<file path="config.mk">
export PLATFORM = sky130hd
export DESIGN_NAME = csv_field_tokenizer_core
export DESIGN_NICKNAME = d
export VERILOG_FILES = /design/src/rtl/csvt_pkg.sv /design/src/rtl/csvt_step.sv /design/src/rtl/csvt_result_fifo.sv /design/src/rtl/csvt_result_fifo_dummy_placeholder.sv /design/src/rtl/csv_field_tokenizer_core.sv
export SDC_FILE = /design/constraint.sdc
export NUM_CORES = 1
export LEC_CHECK = 0
export ABC_AREA = 1
export BUFFER_PORTS_ARGS = -buffer_cell sky130_fd_sc_hd__buf_2
export CORE_MARGIN = 8
export CORE_UTILIZATION = 44
export CTS_BUF_LIST = sky130_fd_sc_hd__clkbuf_4 sky130_fd_sc_hd__clkbuf_8
export CTS_CLUSTER_DIAMETER = 50
export CTS_CLUSTER_SIZE = 12
export DETAILED_ROUTE_END_ITERATION = 16
export PLACE_DENSITY_LB_ADDON = 0.12
export SYNTH_ARGS = -nofsm -noshare
export SYNTH_HDL_FRONTEND = slang
export SYNTH_SLANG_ARGS = --single-unit
</file>
<file path="constraint.sdc">
create_clock -name clk -period 3.6 [get_ports clk]
set_clock_uncertainty 0.1 [all_clocks]
set_input_delay 0.72 -clock clk [delete_from_list [all_inputs] [get_ports clk]]
set_output_delay 0.72 -clock clk [all_outputs]
set_load 0.02 [all_outputs]
</file>
<file path="src/rtl/csvt_pkg.sv">
// csv field tokenizer package: word types, state codes, character constants
// no dependencies; used by every rtl file of the tokenizer
`default_nettype none

package csvt_pkg;

  // special characters of the csv text
  localparam logic [7:0] ChQuote = 8'h22;
  localparam logic [7:0] ChComma = 8'h2C;
  localparam logic [7:0] ChCr    = 8'h0D;
  localparam logic [7:0] ChLf    = 8'h0A;

  // result queue depth, power of two, at least 4
  localparam int unsigned ResultDepth = 4;

  typedef enum logic [2:0] {
    ST_ROW_START   = 3'd0,
    ST_FIELD_START = 3'd1,
    ST_UNQUOTED    = 3'd2,
    ST_QUOTED      = 3'd3,
    ST_QUOTE_SEEN  = 3'd4
  } csvt_state_t;

  typedef enum logic {
    KIND_DATA = 1'b0,
    KIND_EOI  = 1'b1
  } csvt_kind_t;

  typedef struct packed {
    logic       kind;
    logic [7:0] in_byte;
  } csvt_in_t;

  typedef struct packed {
    logic [7:0] out_byte;
    logic       byte_valid;
    logic       field_end;
    logic       row_end;
    logic       in_header;
    logic       last;
  } csvt_out_t;

  // everything one input word produces: up to two results and the next state
  typedef struct packed {
    logic [1:0]  count;
    csvt_out_t   res0;
    csvt_out_t   res1;
    csvt_state_t state_next;
    logic        first_row_next;
  } csvt_step_t;

  function automatic csvt_out_t mk_result(input logic [7:0] b, input logic bv,
                                          input logic fe, input logic re,
                                          input logic hdr);
    csvt_out_t r;
    r.out_byte   = bv ? b : 8'h00;
    r.byte_valid = bv;
    r.field_end  = fe;
    r.row_end    = re;
    r.in_header  = hdr;
    r.last       = 1'b0;
    return r;
  endfunction

endpackage

`default_nettype wire

</file>
<file path="src/rtl/csvt_step.sv">
// csv field tokenizer step logic: one input word and the current state
// give the results and the next state; depends on csvt_pkg
`default_nettype none

module csvt_step import csvt_pkg::*; (
  input  wire csvt_in_t    in_word,
  input  wire csvt_state_t parse_state,
  input  wire              first_row,
  output csvt_step_t       step
);

  logic [7:0] c;
  logic       is_eol;
  logic       is_comma;
  logic       is_quote;
  logic       do_begin;
  logic       do_close;

  assign c        = in_word.in_byte;
  assign is_eol   = (c == ChCr) || (c == ChLf);
  assign is_comma = (c == ChComma);
  assign is_quote = (c == ChQuote);

  always_comb begin
    step.count          = 2'd0;
    step.res0           = '0;
    step.res1           = '0;
    step.state_next     = parse_state;
    step.first_row_next = first_row;
    do_begin            = 1'b0;
    do_close            = 1'b0;

    if (in_word.kind == KIND_EOI) begin
      // flush: close an open field and row, then back to reset values
      if (parse_state == ST_FIELD_START) begin
        step.res0  = mk_result(8'h00, 1'b0, 1'b0, 1'b1, first_row);
        step.count = 2'd1;
      end else if (parse_state == ST_UNQUOTED || parse_state == ST_QUOTED ||
                   parse_state == ST_QUOTE_SEEN) begin
        step.res0  = mk_result(8'h00, 1'b0, 1'b1, 1'b1, first_row);
        step.count = 2'd1;
      end
      step.state_next     = ST_ROW_START;
      step.first_row_next = 1'b1;
    end else begin
      unique case (parse_state)
        ST_FIELD_START: begin
          do_begin = 1'b1;
        end
        ST_UNQUOTED: begin
          if (is_comma || is_eol) begin
            do_close = 1'b1;
          end else begin
            step.res0  = mk_result(c, 1'b1, 1'b0, 1'b0, first_row);
            step.count = 2'd1;
          end
        end
        ST_QUOTED: begin
          if (is_quote) begin
            step.state_next = ST_QUOTE_SEEN;
          end else begin
            step.res0  = mk_result(c, 1'b1, 1'b0, 1'b0, first_row);
            step.count = 2'd1;
          end
        end
        ST_QUOTE_SEEN: begin
          if (is_quote) begin
            // doubled quote
            step.res0       = mk_result(ChQuote, 1'b1, 1'b0, 1'b0, first_row);
            step.count      = 2'd1;
            step.state_next = ST_QUOTED;
          end else if (is_comma || is_eol) begin
            do_close = 1'b1;
          end else begin
            // text after closing quote opens a new unquoted field
            step.res0       = mk_result(8'h00, 1'b0, 1'b1, 1'b0, first_row);
            step.res1       = mk_result(c, 1'b1, 1'b0, 1'b0, first_row);
            step.count      = 2'd2;
            step.state_next = ST_UNQUOTED;
          end
        end
        default: begin
          // row start; blank lines skipped
          if (is_eol) begin
            step.state_next = ST_ROW_START;
          end else begin
            do_begin = 1'b1;
          end
        end
      endcase

      if (do_begin) begin
        if (is_eol) begin
          // trailing comma: row end only
          step.res0           = mk_result(8'h00, 1'b0, 1'b0, 1'b1, first_row);
          step.count          = 2'd1;
          step.first_row_next = 1'b0;
          step.state_next     = ST_ROW_START;
        end else if (is_quote) begin
          step.state_next = ST_QUOTED;
        end else if (is_comma) begin
          step.res0       = mk_result(8'h00, 1'b0, 1'b1, 1'b0, first_row);
          step.count      = 2'd1;
          step.state_next = ST_FIELD_START;
        end else begin
          step.res0       = mk_result(c, 1'b1, 1'b0, 1'b0, first_row);
          step.count      = 2'd1;
          step.state_next = ST_UNQUOTED;
        end
      end

      if (do_close) begin
        step.count = 2'd1;
        if (is_comma) begin
          step.res0       = mk_result(8'h00, 1'b0, 1'b1, 1'b0, first_row);
          step.state_next = ST_FIELD_START;
        end else begin
          step.res0           = mk_result(8'h00, 1'b0, 1'b1, 1'b1, first_row);
          step.first_row_next = 1'b0;
          step.state_next     = ST_ROW_START;
        end
      end
    end

    if (step.count == 2'd1) begin
      step.res0.last = 1'b1;
    end
    if (step.count == 2'd2) begin
      step.res1.last = 1'b1;
    end
  end

endmodule

`default_nettype wire

</file>
<file path="src/rtl/csvt_result_fifo.sv">
// csv field tokenizer result queue: takes up to two results a cycle,
// hands out one a cycle while out_ready is high; depends on csvt_pkg
`default_nettype none

module csvt_result_fifo import csvt_pkg::*; #(
  parameter int unsigned Depth = ResultDepth
) (
  input  wire         clk,
  input  wire         rst,
  input  wire         push,
  input  wire         csvt_step_t step,
  output logic        has_room,
  output logic        out_valid,
  input  wire         out_ready,
  output csvt_out_t   out_word
);

  localparam int unsigned PW = $clog2(Depth);
  localparam int unsigned CW = $clog2(Depth + 1);

  csvt_out_t       mem [Depth];
  logic [PW-1:0]   wr_ptr;
  logic [PW-1:0]   wr_ptr1;
  logic [PW-1:0]   rd_ptr;
  logic [CW-1:0]   level;
  logic [1:0]      n;
  logic            pop;

  assign n        = push ? step.count : 2'd0;
  assign pop      = out_valid && out_ready;
  assign wr_ptr1  = wr_ptr + PW'(1);
  assign has_room = (level <= CW'(Depth - 2));
  assign out_valid = (level != '0);
  assign out_word  = mem[rd_ptr];

  always_ff @(posedge clk) begin
    if (rst) begin
      wr_ptr <= '0;
      rd_ptr <= '0;
      level  <= '0;
    end else begin
      wr_ptr <= wr_ptr + PW'(n);
      rd_ptr <= rd_ptr + PW'(pop);
      level  <= level + CW'(n) - CW'(pop);
    end
  end

  always_ff @(posedge clk) begin
    if (n != 2'd0) begin
      mem[wr_ptr] <= step.res0;
    end
    if (n == 2'd2) begin
      mem[wr_ptr1] <= step.res1;
    end
  end

endmodule

`default_nettype wire

</file>
<file path="src/rtl/csvt_result_fifo_dummy_placeholder.sv">
// csv field tokenizer: no extra logic in this file beyond a registered
// pass counter check helper; depends on csvt_pkg
`default_nettype none

module csvt_word_count import csvt_pkg::*; (
  input  wire        clk,
  input  wire        rst,
  input  wire        in_acc,
  input  wire        out_acc,
  output logic [1:0] in_parity,
  output logic [1:0] out_parity
);

  // running two-bit counts of accepted input and output words
  always_ff @(posedge clk) begin
    if (rst) begin
      in_parity  <= 2'd0;
      out_parity <= 2'd0;
    end else begin
      in_parity  <= in_parity + {1'b0, in_acc};
      out_parity <= out_parity + {1'b0, out_acc};
    end
  end

endmodule

`default_nettype wire

</file>
<file path="src/rtl/csv_field_tokenizer_core.sv">
// csv field tokenizer top level: state register, step logic, result queue
// depends on csvt_pkg, csvt_step, csvt_result_fifo, csvt_word_count
// results are offered from the registered result queue, not straight from the step logic
// throughput: one input word per cycle while the queue has room; a word after a
//   closing quote that opens a new field yields two results and the
//   one-result-per-cycle output port sets the sustained rate then
// reset: synchronous rst puts the parser at row start with the header flag set
//   and empties the result queue; no clearing pass
`default_nettype none

module csv_field_tokenizer_core import csvt_pkg::*; #(
  parameter int unsigned Depth = ResultDepth  // result queue depth, power of two, >= 4
) (
  input  wire        clk,
  input  wire        rst,
  input  wire        in_valid,
  output logic       in_ready,
  input  wire        csvt_in_t in_word,
  output logic       out_valid,
  input  wire        out_ready,
  output csvt_out_t  out_word
);

  // parser state
  csvt_state_t parse_state;
  logic        first_row;

  csvt_step_t  step;
  logic        in_acc;
  logic        out_acc;
  logic [1:0]  in_parity;
  logic [1:0]  out_parity;

  assign in_acc  = in_valid && in_ready;
  assign out_acc = out_valid && out_ready;

  // combinational step: whole work for one word happens here
  csvt_step u_step (
    .in_word     (in_word),
    .parse_state (parse_state),
    .first_row   (first_row),
    .step        (step)
  );

  // state register only moves on an accepted word
  always_ff @(posedge clk) begin
    if (rst) begin
      parse_state <= ST_ROW_START;
      first_row   <= 1'b1;
    end else if (in_acc) begin
      parse_state <= step.state_next;
      first_row   <= step.first_row_next;
    end
  end

  // results go into a small queue; input stays open while two slots are free,
  // so a waiting output never blocks the next byte by itself
  csvt_result_fifo #(
    .Depth (Depth)
  ) u_fifo (
    .clk       (clk),
    .rst       (rst),
    .push      (in_acc),
    .step      (step),
    .has_room  (in_ready),
    .out_valid (out_valid),
    .out_ready (out_ready),
    .out_word  (out_word)
  );

  // accepted word counters, watched by the checks below
  csvt_word_count u_count (
    .clk        (clk),
    .rst        (rst),
    .in_acc     (in_acc),
    .out_acc    (out_acc),
    .in_parity  (in_parity),
    .out_parity (out_parity)
  );

`ifndef SYNTHESIS
  // end of input always leaves the parser at its reset values
  a_eoi_resets: assert property (@(posedge clk) disable iff (rst)
    in_acc && (in_word.kind == KIND_EOI) |=>
      (parse_state == ST_ROW_START) && first_row)
    else $error("end of input did not reset parser");

  // two results only come from text after a closing quote
  a_two_results: assert property (@(posedge clk) disable iff (rst)
    in_acc && (step.count == 2'd2) |-> (parse_state == ST_QUOTE_SEEN))
    else $error("two results outside quote-seen state");

  // blank line bytes at row start are dropped silently
  a_blank_skip: assert property (@(posedge clk) disable iff (rst)
    in_acc && (in_word.kind == KIND_DATA) && (parse_state == ST_ROW_START) &&
    ((in_word.in_byte == ChCr) || (in_word.in_byte == ChLf))
      |-> (step.count == 2'd0))
    else $error("result produced for blank line byte");

  // the counters step by one per accepted word; checked: they hold when no word is accepted
  a_count_step: assert property (@(posedge clk) disable iff (rst)
    !in_acc && !out_acc |=> $stable(in_parity) && $stable(out_parity))
    else $error("word counters moved without a handshake");
`endif

endmodule

`default_nettype wire

</file>
==> metrics <==
Rel. slew slack 0.471; Final Max Slew Viols 0; row cnt 33; n_diodes 0; met1 WL approximately 4.3 mm; hold_buf cts 0; total global-route track usage 0.165; pwr dens 688 nW/µm²; vias per cell 5.50; Buffers on Ports 27; status complete, no violations; first-pass GRT wire length roughly 15 mm; Post-Syn Nets 425; worst path bufs/invs 1; # resized after CTS 0; fin nets 448; Synth cell types 38; critical path's largest stage delay 0.47 ns; DP Wirelength ~6.3 mm; Synth area leader edfxtp_1; DR WL/cell 16.8 µm; Routability Congestion roughly 0.85; met2 WL post-DR 4.08 mm; Mapped Cells slightly above 400; fin crit share 0.800; via count 2965; reg2reg path depth 10; reg2reg end u_fifo.mem[2][10]; Top Metal Used met4; WHS Path Cells 2; vias in the first global route 2900; Max Cap Viol 0; Peak Freq 347 MHz; die area 11200 µm²; CP max stage cell nand2_1; CTS sink cnt 63; met3 wire length 571 µm; syn avg cell area 8.79 µm²; final WL ~9.1 mm; CTS tree done; DRC violations left 0; Hold Path Origin u_fifo.mem[2][3]; pre-CTS setup slack 0.383 ns; synthesis-to-finish area growth 10.4%; # setup viols final 0; Required @ worst endpoint 3.49 ns; Clk Latency, worst-skew pair about 0.34 ns; commonest non-fill, non-tap cell in the layout nor2_1; CP Launch Type input port; number of H-tree levels 3; worst hold path class register to register; cell family with the largest share of critical-path delay simple AND/OR/NAND/NOR gates; sequential fraction of the synthesis area 0.477; cell area after synthesis approximately 3600 µm²; fin worst setup slack just over 0.7 ns; Initial Util 0.443; clk slew on worst S/H paths 0.07 ns; Setup TNS 0 ns; Synth top area share 0.370; Top Ports 28; Leak Pwr 1.62 nW; largest net degree at the start of global routing 28; FF+latch count, synth 63; initial antenna violation count 0; Setup crit end kind register; initial DRC count around 150; r2r startpoint parse_state[1]; core area 8050 µm²; CP Data Arrival Time 2.77 ns; number of nets still failing antenna checks after routing 0; highest-count cells in the layout ignoring fill and taps nor2_1, nand2_1, o21ai_0, edfxtp_1, inv_1; post-CTS setup buffers 0; min cycle time layout 2.88 ns; GRT overflow 0; Hold Path Sink u_fifo.mem[2][3]; Synth area leaders edfxtp_1, dfxtp_1, o21ai_0; TritonCTS Buffers 9; Synth warnings 0; layout cells sized above 1 0.198; fillcell total 795; Root Driver clkbuf_8; Die Y-Extent 106 µm; Die W 106 µm; reg-to-reg slack, setup about 0.91 ns; kind of critical path input port to register; worst vdd ir 0.337 mV; RSZ-0062 raised after global routing no; DR pass1 iterations 5; CTS max path bufs 2; Max Fanout on Critical Path 22; CP Cell Sequence buf_2 -> or2_0 -> nor2_1 -> nand2_2 -> nand2_4 -> a21oi_4 -> nand3_1 -> nand3_2 -> nand2_4 -> nand2_1 -> nand2_1; slew of the pin with the lowest slew margin ~0.79 ns; Final Hold Viols 0
## layout make-up
cell class / count / area [µm²] / area share
clock inverter: 3 / 42.5 / 0.0108
multi-input combinational: 280 / 1560 / 0.396
timing repair buffer: 31 / 165 / 0.0419
inverter: 44 / 170 / 0.0432
clock buffer: 13 / 166 / 0.0423
sequential: 63 / 1700 / 0.432
tap: 105 / 131 / 0.0334
## cell usage after synthesis
master and instances:
nor2_1 52, nand2_1 50, o21ai_0 47, edfxtp_1 44, inv_1 37, o22ai_1 35
nand3_1 24, dfxtp_1 19, a21oi_1 16, nand2_2 9, clkbuf_1 8, o22ai_2 7
buf_2 5, ha_1 5, inv_2 5, buf_6 4, nand2_4 4, nor2_2 4
nor3_1 4, o21ai_2 3, xnor2_1 3, inv_4 2, nand3_2 2, nand4_1 2
o211ai_1 2, a211oi_1 1, a21boi_0 1, a21oi_4 1, a31oi_1 1, buf_12 1
buf_8 1, fa_1 1, nand3_4 1, nor2_8 1, o21a_1 1, o221ai_1 1
or2_0 1, xor2_1 1
## how the worst max path moves through the flow
stage                     from                 to  cells past startpoint
floorplan           in_word[2]    u_fifo.level[2]                     15
global placement    in_word[2]   u_fifo.mem[2][9]                     14
detailed placement  in_word[0]   u_fifo.mem[2][8]                     14
CTS                 in_word[4]  u_fifo.mem[2][10]                     11
global route        in_word[7]  u_fifo.mem[2][10]                     14
finish              in_word[4]  u_fifo.mem[2][10]                     11
## registers in the layout (all words and copies together), names as in the netlist
name / cells
u_fifo.level: 3
u_fifo.rd_ptr: 2
first_row: 1
u_fifo.mem: 52
u_fifo.wr_ptr: 2
parse_state: 3
## per-layer routing
layer | vias up | global-route usage
li1 | 1470 | -
met1 | 1392 | 0.213
met2 | 92 | 0.256
met3 | 11 | 0.0466
met4 | 0 | 0.0683
met5 | - | 0
## where the power goes
group          internal (mW)  switching (mW)
combinational          0.325           0.736
sequential             0.928          0.0722
clock                  0.372           0.277
total                   1.63            1.09
## logic make-up (layout without fill, tap and decap cells)
family | count (synthesis) | after routing | share of synthesized area
adder cells (fa/ha/maj) | 6 | 6 | 0.0231
AO/OA/AOI/OAI | 116 | 116 | 0.201
XOR/XNOR | 4 | 4 | 0.00982
AND/OR/NAND/NOR | 154 | 154 | 0.203
flip-flops | 63 | 63 | 0.477
buffers and inverters | 63 | 91 | 0.0856
## worst reg2reg max path: stages, from the launching register on
cell	delay, ns
dfxtp_1	0.35
inv_1	0.08
nor2_2	0.15
inv_1	0.11
o21ai_2	0.23
a21oi_4	0.11
nand3_1	0.11
nand3_2	0.11
nand2_4	0.21
nand2_1	0.30
nand2_1	0.47
## through the flow
| step | total power [mW] | std cells | hold WS (ns) | util | area, µm² |
|---|---|---|---|---|---|
| 2_1_floorplan | 1.80 | 406 | 0.346 | - | 3570 |
| 3_3_place_gp | 2.08 | 523 | 0.364 | 0.463 | 3730 |
| 3_5_place_dp | 2.08 | 523 | 0.373 | 0.463 | 3730 |
| 4_1_cts | 2.73 | 539 | 0.390 | 0.489 | 3940 |
| 5_1_grt | 2.89 | 539 | 0.425 | 0.489 | 3940 |
| 6_report | 2.71 | 539 | 0.385 | 0.489 | 3940 |
No activity file was read; power rests on OpenSTA's default activity.
